==> src/design/sfpd_pkg.sv <==
// Shared types, widths and register codes for the scanline finder pattern detector.
package sfpd_pkg;

    // Field widths
    localparam int unsigned COORD_W = 12;
    localparam int unsigned CFG_W   = 13;
    localparam int unsigned TOL_W   = 9;
    localparam int unsigned INV_W   = 16;
    localparam int unsigned BOUND_W = 13;
    localparam int unsigned BND3_W  = 15;
    localparam int unsigned DATA_W  = 16;
    localparam int unsigned IDX_W   = 3;

    // Longest supported line, caps the line length register
    localparam logic [CFG_W-1:0] LINE_MAX = 13'd4096;

    // Register indexes of the configuration port
    localparam logic [IDX_W-1:0] CFG_LINE_LENGTH = 3'd0;
    localparam logic [IDX_W-1:0] CFG_MAX_RUN     = 3'd1;
    localparam logic [IDX_W-1:0] CFG_MIN_RUN     = 3'd2;
    localparam logic [IDX_W-1:0] CFG_TOL         = 3'd3;
    localparam logic [IDX_W-1:0] CFG_INV_TOL     = 3'd4;

    // Reset values of the configuration registers
    localparam logic [CFG_W-1:0] RST_LINE_LENGTH = 13'd640;
    localparam logic [CFG_W-1:0] RST_MAX_RUN     = 13'd128;
    localparam logic [CFG_W-1:0] RST_MIN_RUN     = 13'd1;
    localparam logic [TOL_W-1:0] RST_TOL         = 9'd179;
    localparam logic [INV_W-1:0] RST_INV_TOL     = 16'd366;

    typedef struct packed {
        logic [CFG_W-1:0] line_length;
        logic [CFG_W-1:0] max_run;
        logic [CFG_W-1:0] min_run;
        logic [TOL_W-1:0] tolerance_q8;
        logic [INV_W-1:0] inv_tolerance_q8;
    } t_cfg;

    typedef struct packed {
        logic [COORD_W-1:0] start_x;
        logic [COORD_W-1:0] end_x;
        logic [COORD_W-1:0] marker_row;
        logic [COORD_W-1:0] outer_run;
        logic [COORD_W-1:0] gap_run;
        logic [COORD_W-1:0] center_run;
    } t_result;

endpackage

==> src/design/sfpd_scan.sv <==
// Run-length state machine that finds the 1:1:3:1:1 pattern along a scanline.
module sfpd_scan (
    input  logic                         i_clk,
    input  logic                         i_rst_n,
    input  sfpd_pkg::t_cfg               i_cfg,
    input  logic                         i_step,
    input  logic [sfpd_pkg::COORD_W-1:0] i_column,
    input  logic [sfpd_pkg::COORD_W-1:0] i_row,
    input  logic                         i_pixel,
    input  logic                         i_aux_pixel,
    output logic                         o_emit,
    output sfpd_pkg::t_result            o_result
);
    import sfpd_pkg::*;

    typedef enum logic [2:0] {
        PH_IDLE   = 3'd0,
        PH_OUTER1 = 3'd1,
        PH_GAP1   = 3'd2,
        PH_CENTER = 3'd3,
        PH_GAP2   = 3'd4,
        PH_OUTER2 = 3'd5,
        PH_MARK   = 3'd6
    } t_phase;

    localparam logic [COORD_W-1:0] COUNT_SAT = '1;

    t_phase               r_phase, n_phase;
    logic [COORD_W-1:0]   r_run, n_run;
    logic [COORD_W-1:0]   r_run1, r_run2, r_run3;
    logic [COORD_W-1:0]   r_first_col, r_last_col, r_prev_row;
    logic [BOUND_W-1:0]   r_lower, r_upper, n_lower, n_upper;
    logic [BND3_W-1:0]    r_lower3, r_upper3;
    logic                 r_prev_pixel, r_prev_aux;

    logic                 step_edge, exit_ok, advance, overrun;
    logic [CFG_W-1:0]     line_cap, col_p1;
    logic [COORD_W-1:0]   run_inc;
    logic [BOUND_W-1:0]   run_w;
    logic [BND3_W-1:0]    run_w3, max_run3, limit, n_run_w3;
    logic                 within1, within3;
    logic [20:0]          prod_lo;
    logic [27:0]          prod_hi;
    t_phase               ph_a;

    // Edge detect; the marker phase always takes the edge path
    assign step_edge = (i_pixel != r_prev_pixel) || (r_phase == PH_MARK);

    assign line_cap = (i_cfg.line_length > LINE_MAX) ? LINE_MAX : i_cfg.line_length;
    assign col_p1   = {1'b0, i_column} + 13'd1;
    assign run_inc  = (r_run == COUNT_SAT) ? r_run : r_run + 12'd1;

    // Tolerance checks against the bounds set by the first outer run
    assign run_w    = {1'b0, r_run};
    assign run_w3   = {3'b000, r_run};
    assign max_run3 = {2'b00, i_cfg.max_run} + {1'b0, i_cfg.max_run, 1'b0};
    assign within1  = (run_w >= r_lower) && (run_w <= r_upper) && (run_w <= i_cfg.max_run);
    assign within3  = (run_w3 >= r_lower3) && (run_w3 <= r_upper3) && (run_w3 <= max_run3);

    // Bounds from the current first-run length; lower never exceeds 13 bits
    assign prod_lo = 21'(r_run) * 21'(i_cfg.tolerance_q8);
    assign prod_hi = 28'(r_run) * 28'(i_cfg.inv_tolerance_q8);
    assign n_lower = prod_lo[20:8];
    assign n_upper = (|prod_hi[27:21]) ? '1 : prod_hi[20:8];

    // Exit test of the current phase
    always_comb begin
        unique case (r_phase)
            PH_IDLE:   exit_ok = !i_pixel && (i_column != '0) && r_prev_aux;
            PH_OUTER1: exit_ok = i_pixel && ({1'b0, r_run} >= i_cfg.min_run)
                                 && ({1'b0, r_run} <= i_cfg.max_run);
            PH_GAP1,
            PH_GAP2:   exit_ok = !i_pixel && within1;
            PH_CENTER: exit_ok = i_pixel && within3;
            PH_OUTER2: exit_ok = (i_pixel && within1) || (col_p1 >= line_cap);
            PH_MARK:   exit_ok = 1'b0;
            default:   exit_ok = 1'b0;
        endcase
    end

    assign advance = step_edge && exit_ok;

    // Phase and run count after the edge, then the overlong-run check
    always_comb begin
        if (advance) begin
            ph_a = t_phase'(r_phase + 3'd1);
        end else if (step_edge) begin
            ph_a = PH_IDLE;
        end else begin
            ph_a = r_phase;
        end
        n_run    = step_edge ? 12'd1 : run_inc;
        n_run_w3 = {3'b000, n_run};
        if (ph_a == PH_CENTER) begin
            limit = r_upper3;
        end else if (advance && (r_phase == PH_OUTER1)) begin
            limit = {2'b00, n_upper};
        end else begin
            limit = {2'b00, r_upper};
        end
        priority if (ph_a == PH_IDLE) begin
            overrun = 1'b0;
        end else if (ph_a == PH_OUTER1) begin
            overrun = {1'b0, n_run} > i_cfg.max_run;
        end else begin
            overrun = (n_run_w3 > limit) || ({1'b0, n_run} > i_cfg.max_run);
        end
        n_phase = overrun ? PH_IDLE : ph_a;
    end

    // Machine state
    always_ff @(posedge i_clk) begin
        if (!i_rst_n) begin
            r_phase      <= PH_IDLE;
            r_prev_pixel <= 1'b0;
            r_prev_aux   <= 1'b0;
            r_prev_row   <= '0;
        end else if (i_step) begin
            r_phase      <= n_phase;
            r_prev_pixel <= i_pixel;
            r_prev_aux   <= i_aux_pixel;
            r_prev_row   <= i_row;
        end
    end

    // Run lengths, columns and bounds
    always_ff @(posedge i_clk) begin
        if (i_step) begin
            r_run <= n_run;
            if (step_edge && (r_phase == PH_IDLE)) begin
                r_first_col <= i_column;
                r_last_col  <= i_column;
            end
            if (step_edge && (r_phase == PH_OUTER2)) begin
                r_last_col <= i_column;
            end
            if (advance && (r_phase == PH_OUTER1)) begin
                r_run1   <= r_run;
                r_lower  <= n_lower;
                r_upper  <= n_upper;
                r_lower3 <= {2'b00, n_lower} + {1'b0, n_lower, 1'b0};
                r_upper3 <= {2'b00, n_upper} + {1'b0, n_upper, 1'b0};
            end
            if (advance && (r_phase == PH_GAP1)) begin
                r_run2 <= r_run;
            end
            if (advance && (r_phase == PH_CENTER)) begin
                r_run3 <= r_run;
            end
        end
    end

    // Marker goes out on the step taken in the marker phase
    assign o_emit              = (r_phase == PH_MARK);
    assign o_result.start_x    = r_first_col;
    assign o_result.end_x      = r_last_col;
    assign o_result.marker_row = r_prev_row;
    assign o_result.outer_run  = r_run1;
    assign o_result.gap_run    = r_run2;
    assign o_result.center_run = r_run3;

endmodule

==> src/design/scanline_finder_pattern_detector_core.sv <==
// Top level: configuration registers, run-length scanner and result register.
// A marker is released by the pixel transaction after the one that closes the
// last outer run, and is on the outputs in the cycle after that releasing transaction.
// Throughput: one pixel transaction per cycle while the input is ready.
// The input is ready whenever the result register is empty or being drained.
// Reset (synchronous, active low) returns the scanner to idle, empties the result
// register and loads the default configuration.
module scanline_finder_pattern_detector_core (
    input  logic                         i_clk,
    input  logic                         i_rst_n,
    input  logic                         i_cfg_we,
    input  logic [sfpd_pkg::IDX_W-1:0]   i_cfg_idx,
    input  logic [sfpd_pkg::DATA_W-1:0]  i_cfg_data,
    input  logic                         i_valid,
    output logic                         o_ready,
    input  logic [sfpd_pkg::COORD_W-1:0] i_column,
    input  logic [sfpd_pkg::COORD_W-1:0] i_row,
    input  logic                         i_pixel,
    input  logic                         i_aux_pixel,
    output logic                         o_valid,
    input  logic                         i_ready,
    output logic [sfpd_pkg::COORD_W-1:0] o_start_x,
    output logic [sfpd_pkg::COORD_W-1:0] o_end_x,
    output logic [sfpd_pkg::COORD_W-1:0] o_marker_row,
    output logic [sfpd_pkg::COORD_W-1:0] o_outer_run,
    output logic [sfpd_pkg::COORD_W-1:0] o_gap_run,
    output logic [sfpd_pkg::COORD_W-1:0] o_center_run
);
    import sfpd_pkg::*;

    t_cfg    r_cfg;
    t_result r_result, scan_result;
    logic    r_out_valid;
    logic    step, scan_emit;

    // Configuration writes
    always_ff @(posedge i_clk) begin
        if (!i_rst_n) begin
            r_cfg.line_length      <= RST_LINE_LENGTH;
            r_cfg.max_run          <= RST_MAX_RUN;
            r_cfg.min_run          <= RST_MIN_RUN;
            r_cfg.tolerance_q8     <= RST_TOL;
            r_cfg.inv_tolerance_q8 <= RST_INV_TOL;
        end else if (i_cfg_we) begin
            unique case (i_cfg_idx)
                CFG_LINE_LENGTH: r_cfg.line_length      <= i_cfg_data[CFG_W-1:0];
                CFG_MAX_RUN:     r_cfg.max_run          <= i_cfg_data[CFG_W-1:0];
                CFG_MIN_RUN:     r_cfg.min_run          <= i_cfg_data[CFG_W-1:0];
                CFG_TOL:         r_cfg.tolerance_q8     <= i_cfg_data[TOL_W-1:0];
                CFG_INV_TOL:     r_cfg.inv_tolerance_q8 <= i_cfg_data[INV_W-1:0];
                default: ;
            endcase
        end
    end

    // Input handshake
    assign o_ready = !r_out_valid || i_ready;
    assign step    = i_valid && o_ready;

    sfpd_scan u_scan (
        .i_clk       (i_clk),
        .i_rst_n     (i_rst_n),
        .i_cfg       (r_cfg),
        .i_step      (step),
        .i_column    (i_column),
        .i_row       (i_row),
        .i_pixel     (i_pixel),
        .i_aux_pixel (i_aux_pixel),
        .o_emit      (scan_emit),
        .o_result    (scan_result)
    );

    // Result register
    always_ff @(posedge i_clk) begin
        if (!i_rst_n) begin
            r_out_valid <= 1'b0;
        end else if (step && scan_emit) begin
            r_out_valid <= 1'b1;
        end else if (i_ready) begin
            r_out_valid <= 1'b0;
        end
    end

    always_ff @(posedge i_clk) begin
        if (step && scan_emit) begin
            r_result <= scan_result;
        end
    end

    assign o_valid      = r_out_valid;
    assign o_start_x    = r_result.start_x;
    assign o_end_x      = r_result.end_x;
    assign o_marker_row = r_result.marker_row;
    assign o_outer_run  = r_result.outer_run;
    assign o_gap_run    = r_result.gap_run;
    assign o_center_run = r_result.center_run;

endmodule

==> config.mk <==
export PLATFORM = sky130hd
export DESIGN_NAME = scanline_finder_pattern_detector_core
export DESIGN_NICKNAME = d
export VERILOG_FILES = /design/src/design/sfpd_pkg.sv /design/src/design/sfpd_scan.sv /design/src/design/scanline_finder_pattern_detector_core.sv
export SDC_FILE = /design/constraint.sdc
export NUM_CORES = 1
export LEC_CHECK = 0
export ABC_AREA = 1
export BUFFER_PORTS_ARGS = -buffer_cell sky130_fd_sc_hd__buf_2
export CAP_MARGIN = 5
export CORE_MARGIN = 5
export CORE_UTILIZATION = 57
export DETAILED_ROUTE_END_ITERATION = 10
export GPL_TIMING_DRIVEN = 1
export PLACE_DENSITY = 0.85
export SYNTH_ARGS = -nofsm -noshare
export SYNTH_HDL_FRONTEND = slang
export SYNTH_SLANG_ARGS = --single-unit
==> constraint.sdc <==
create_clock -name i_clk -period 7.31 [get_ports i_clk]
set_input_delay 1.0965 -clock i_clk [delete_from_list [all_inputs] [get_ports i_clk]]
set_output_delay 1.0965 -clock i_clk [all_outputs]
set_load 0.03 [all_outputs]
==> results.sh <==
export IMPL_status="finished, final reports clean"
export IMPL_syn_area_um2=24400
export IMPL_hp_class="reg2reg"
export IMPL_cts_tree="yes"
export IMPL_diodes=0
export IMPL_post_route_util_pct=67.4
export IMPL_synthTopCellsByCount="nand2_1, inv_1, ha_1"
export IMPL_ant_nets=0
export IMPL_route_detailed_drc=0
export IMPL_drive_above_1_share_pct=16.3
export IMPL_first_pass_iters=8
export IMPL_cts_hold_buf=0
export IMPL_critPathCaptureType="flip-flop"
export IMPL_grt_pass1_wl_mm=103
export IMPL_synth_avg_cell_area_um2=8.60
export IMPL_ys_top_cells_by_area="edfxtp_1, fa_1, ha_1"
export IMPL_cp_slowest_stage_delay_ps=580
export IMPL_place_gp_congestion=0.964
export IMPL_yosysMostFrequentCell="nand2_1"
export IMPL_clockRootBuffer="clkbuf_16"
export IMPL_arrival_ps=7550
export IMPL_grt_pass1_vias=20900
export IMPL_ios=124
export IMPL_clk_latency_ps=570
export IMPL_yosysWarnings=0
export IMPL_critPathLaunchType="flip-flop"
export IMPL_ys_async_sr_fraction_pct=0
export IMPL_initial_core_util_pct=57.9
export IMPL_grt_overflow=0
export IMPL_rows=75
export IMPL_powerDensity_nw_per_um2=487
export IMPL_leakage_uw=0.0142
export IMPL_cts_buffers=27
export IMPL_netlist_instances=2839
export IMPL_synth_flop_cell="edfxtp_1"
export IMPL_synth_edf_count=198
export IMPL_cts_sinks=280
export IMPL_grt_use_total_pct=26.8
export IMPL_slew_violations=0
export IMPL_r2r_slack_ps=40
export IMPL_die_y_um=217
export IMPL_synth_top_area_cell="edfxtp_1"
export IMPL_worstHoldStart="u_scan.r_run1[2]$_DFFE_PP_"
export IMPL_crit_slowest_cell="fa_1"
export IMPL_largest_register_ff_count=64
export IMPL_num_nets_final=3563
export IMPL_synth_seq_area_share_pct=31.1
export IMPL_max_cap_viol_count=0
export IMPL_setup_violations=0
export IMPL_worst_slew_pin_slew_ps=1260
export IMPL_worst_setup_hold_path_clk_slew_ps=70
export IMPL_post_drt_wl_per_cell_um=18.3
export IMPL_ir_worst_vdd_v=0.000672
export IMPL_synth_top_area_share_pct=24.4
export IMPL_wirelength_mm=65.8
export IMPL_worstSetupPathType="reg2reg"
export IMPL_relSlewSlack_pct=15.8
export IMPL_finalCritPeriodShare_pct=99.4
export IMPL_largest_register="r_cfg"
export IMPL_die_area_um2=47100
export IMPL_worstPathMaxFanout=5
export IMPL_core_um2=42100
export IMPL_min_period_ps=7270
export IMPL_finalClockSkew_ps=46.6
export IMPL_fmax_ghz=0.138
export IMPL_drt_iter0_drc=1910
export IMPL_crit_start="u_scan.r_run[6]$_DFFE_PP_"
export IMPL_syn2layout_area_growth_pct=16.3
export IMPL_cpMostUsedCell="inv_1"
export IMPL_num_vias=20400
export IMPL_io_buffers=123
export IMPL_required_ps=7590
export IMPL_biggestRegsByFlops="r_cfg: 64 flops, u_scan.r_lower3: 15 flops, u_scan.r_upper3: 15 flops"
export IMPL_rsz0062_at_grt="true"
export IMPL_placedCellCount=3507
export IMPL_syn_nets=3368
export IMPL_clk_path_buf_depth=3
export IMPL_r2r_start="u_scan.r_run[6]$_DFFE_PP_"
export IMPL_fin_cells=3594
export IMPL_viasPerCell=5.67
export IMPL_dieWidth_um=217
export IMPL_synth_seq_cells=280
export IMPL_yosysUniqueCellTypes=56
export IMPL_cts_max_level=1
export IMPL_grt_max_degree=81
export IMPL_dp_hpwl_mm=48.8
export IMPL_antenna_found_initial=0
export IMPL_finalHoldViolations=0
## metrics by stage
step / setup slack [ps] / instance area [um2] / setup TNS [ps] / hold slack [ps] / total power (uW)
5_1_grt: -263 / 28400 / -1490 / 429 / 14900
6_report: 41.1 / 28400 / 0 / 416 / 13800
4_1_cts: -7.47 / 27500 / -7.47 / 418 / 12500
2_1_floorplan: 3.35 / 24500 / 0 / 400 / 7720
3_3_place_gp: 17.1 / 26200 / 0 / 402 / 9930
3_5_place_dp: -174 / 26200 / -803 / 405 / 10400
## path summary, 6_finish.rpt
| check | depth (start not counted) | to |
|---|---|---|
| setup / recovery | 37 | u_scan.r_upper3[13]$_DFFE_PP_ |
| hold / removal | 0 | o_outer_run[2]$_DFFE_PP_ |
| setup reg to reg | 37 | u_scan.r_upper3[13]$_DFFE_PP_ |
| hold reg to reg | 0 | o_outer_run[2]$_DFFE_PP_ |
## logic make-up (layout without fill, tap and decap cells)
kind of cell / after synthesis / in the layout / share of synthesized area, %
muxes: 1 / 1 / 0.0410
DFF: 280 / 280 / 31.1
adders and majority gates: 479 / 479 / 31.1
AOI/OAI and AO/OA: 338 / 338 / 7.62
buffers and inverters: 672 / 888 / 10.5
and+or+nand+nor: 997 / 997 / 17.1
xor gates and xnor gates: 72 / 72 / 2.58
## power breakdown
| group | internal [uW] | leakage, uW | switching, uW | total, uW |
|---|---|---|---|---|
| sequential | 2250 | 0.00247 | 32.5 | 2290 |
| combinational | 4410 | 0.0113 | 5690 | 10100 |
| clock | 802 | 0.000438 | 630 | 1430 |
## layout by cell type, fill, tap and decap left out, types with 33 or more instances in the layout
master | netlist | final
a21oi_1 | 162 | 137
buf_2 | 5 | 123
buf_4 | 4 | 101
dfxtp_1 | 82 | 76
edfxtp_1 | 198 | 198
fa_1 | 212 | 204
ha_1 | 267 | 242
inv_1 | 578 | 559
nand2_1 | 630 | 598
nand2_2 | 10 | 33
nand3_1 | 84 | 77
nor2_1 | 173 | 154
o21ai_0 | 111 | 102
xor2_1 | 42 | 41
## cell type report
| cell class | count | area (um2) |
|---|---|---|
| clock buffer | 31 | 691 |
| sequential | 280 | 7590 |
| timing repair buffer | 255 | 1900 |
| inverter | 583 | 2190 |
| fill | 3001 | 13700 |
| multi-input combinational | 1887 | 15100 |
| clock inverter | 19 | 218 |
| tap | 539 | 674 |
## critical path: cells and delay by family (launching register included)
family	cells	cell delay (ps)
adders and majority gates	7	3160
and+or+nand+nor	12	1380
AOI/OAI and AO/OA	9	1220
buffers and inverters	8	600
DFF	1	550
xor gates and xnor gates	1	70
## what timing repair did
action                                  4_1_cts  5_1_grt
pin swaps                                    23       81
setup buffers                                11       23
endpoints found under the setup margin        8       15
cloned                                        1        2
gates resized for setup                      60      166
## routing by layer
| metal | part of all wire, % | vias up | global-route usage (%) |
|---|---|---|---|
| met1 | 36 | 9648 | 32.5 |
| li1 | - | 9377 | - |
| met5 | 0 | - | 0 |
| met3 | 9.2 | 282 | 4.68 |
| met4 | 5.6 | 0 | 12.9 |
| met2 | 49 | 1083 | 46.5 |
Power figures use the tool's default switching activity.
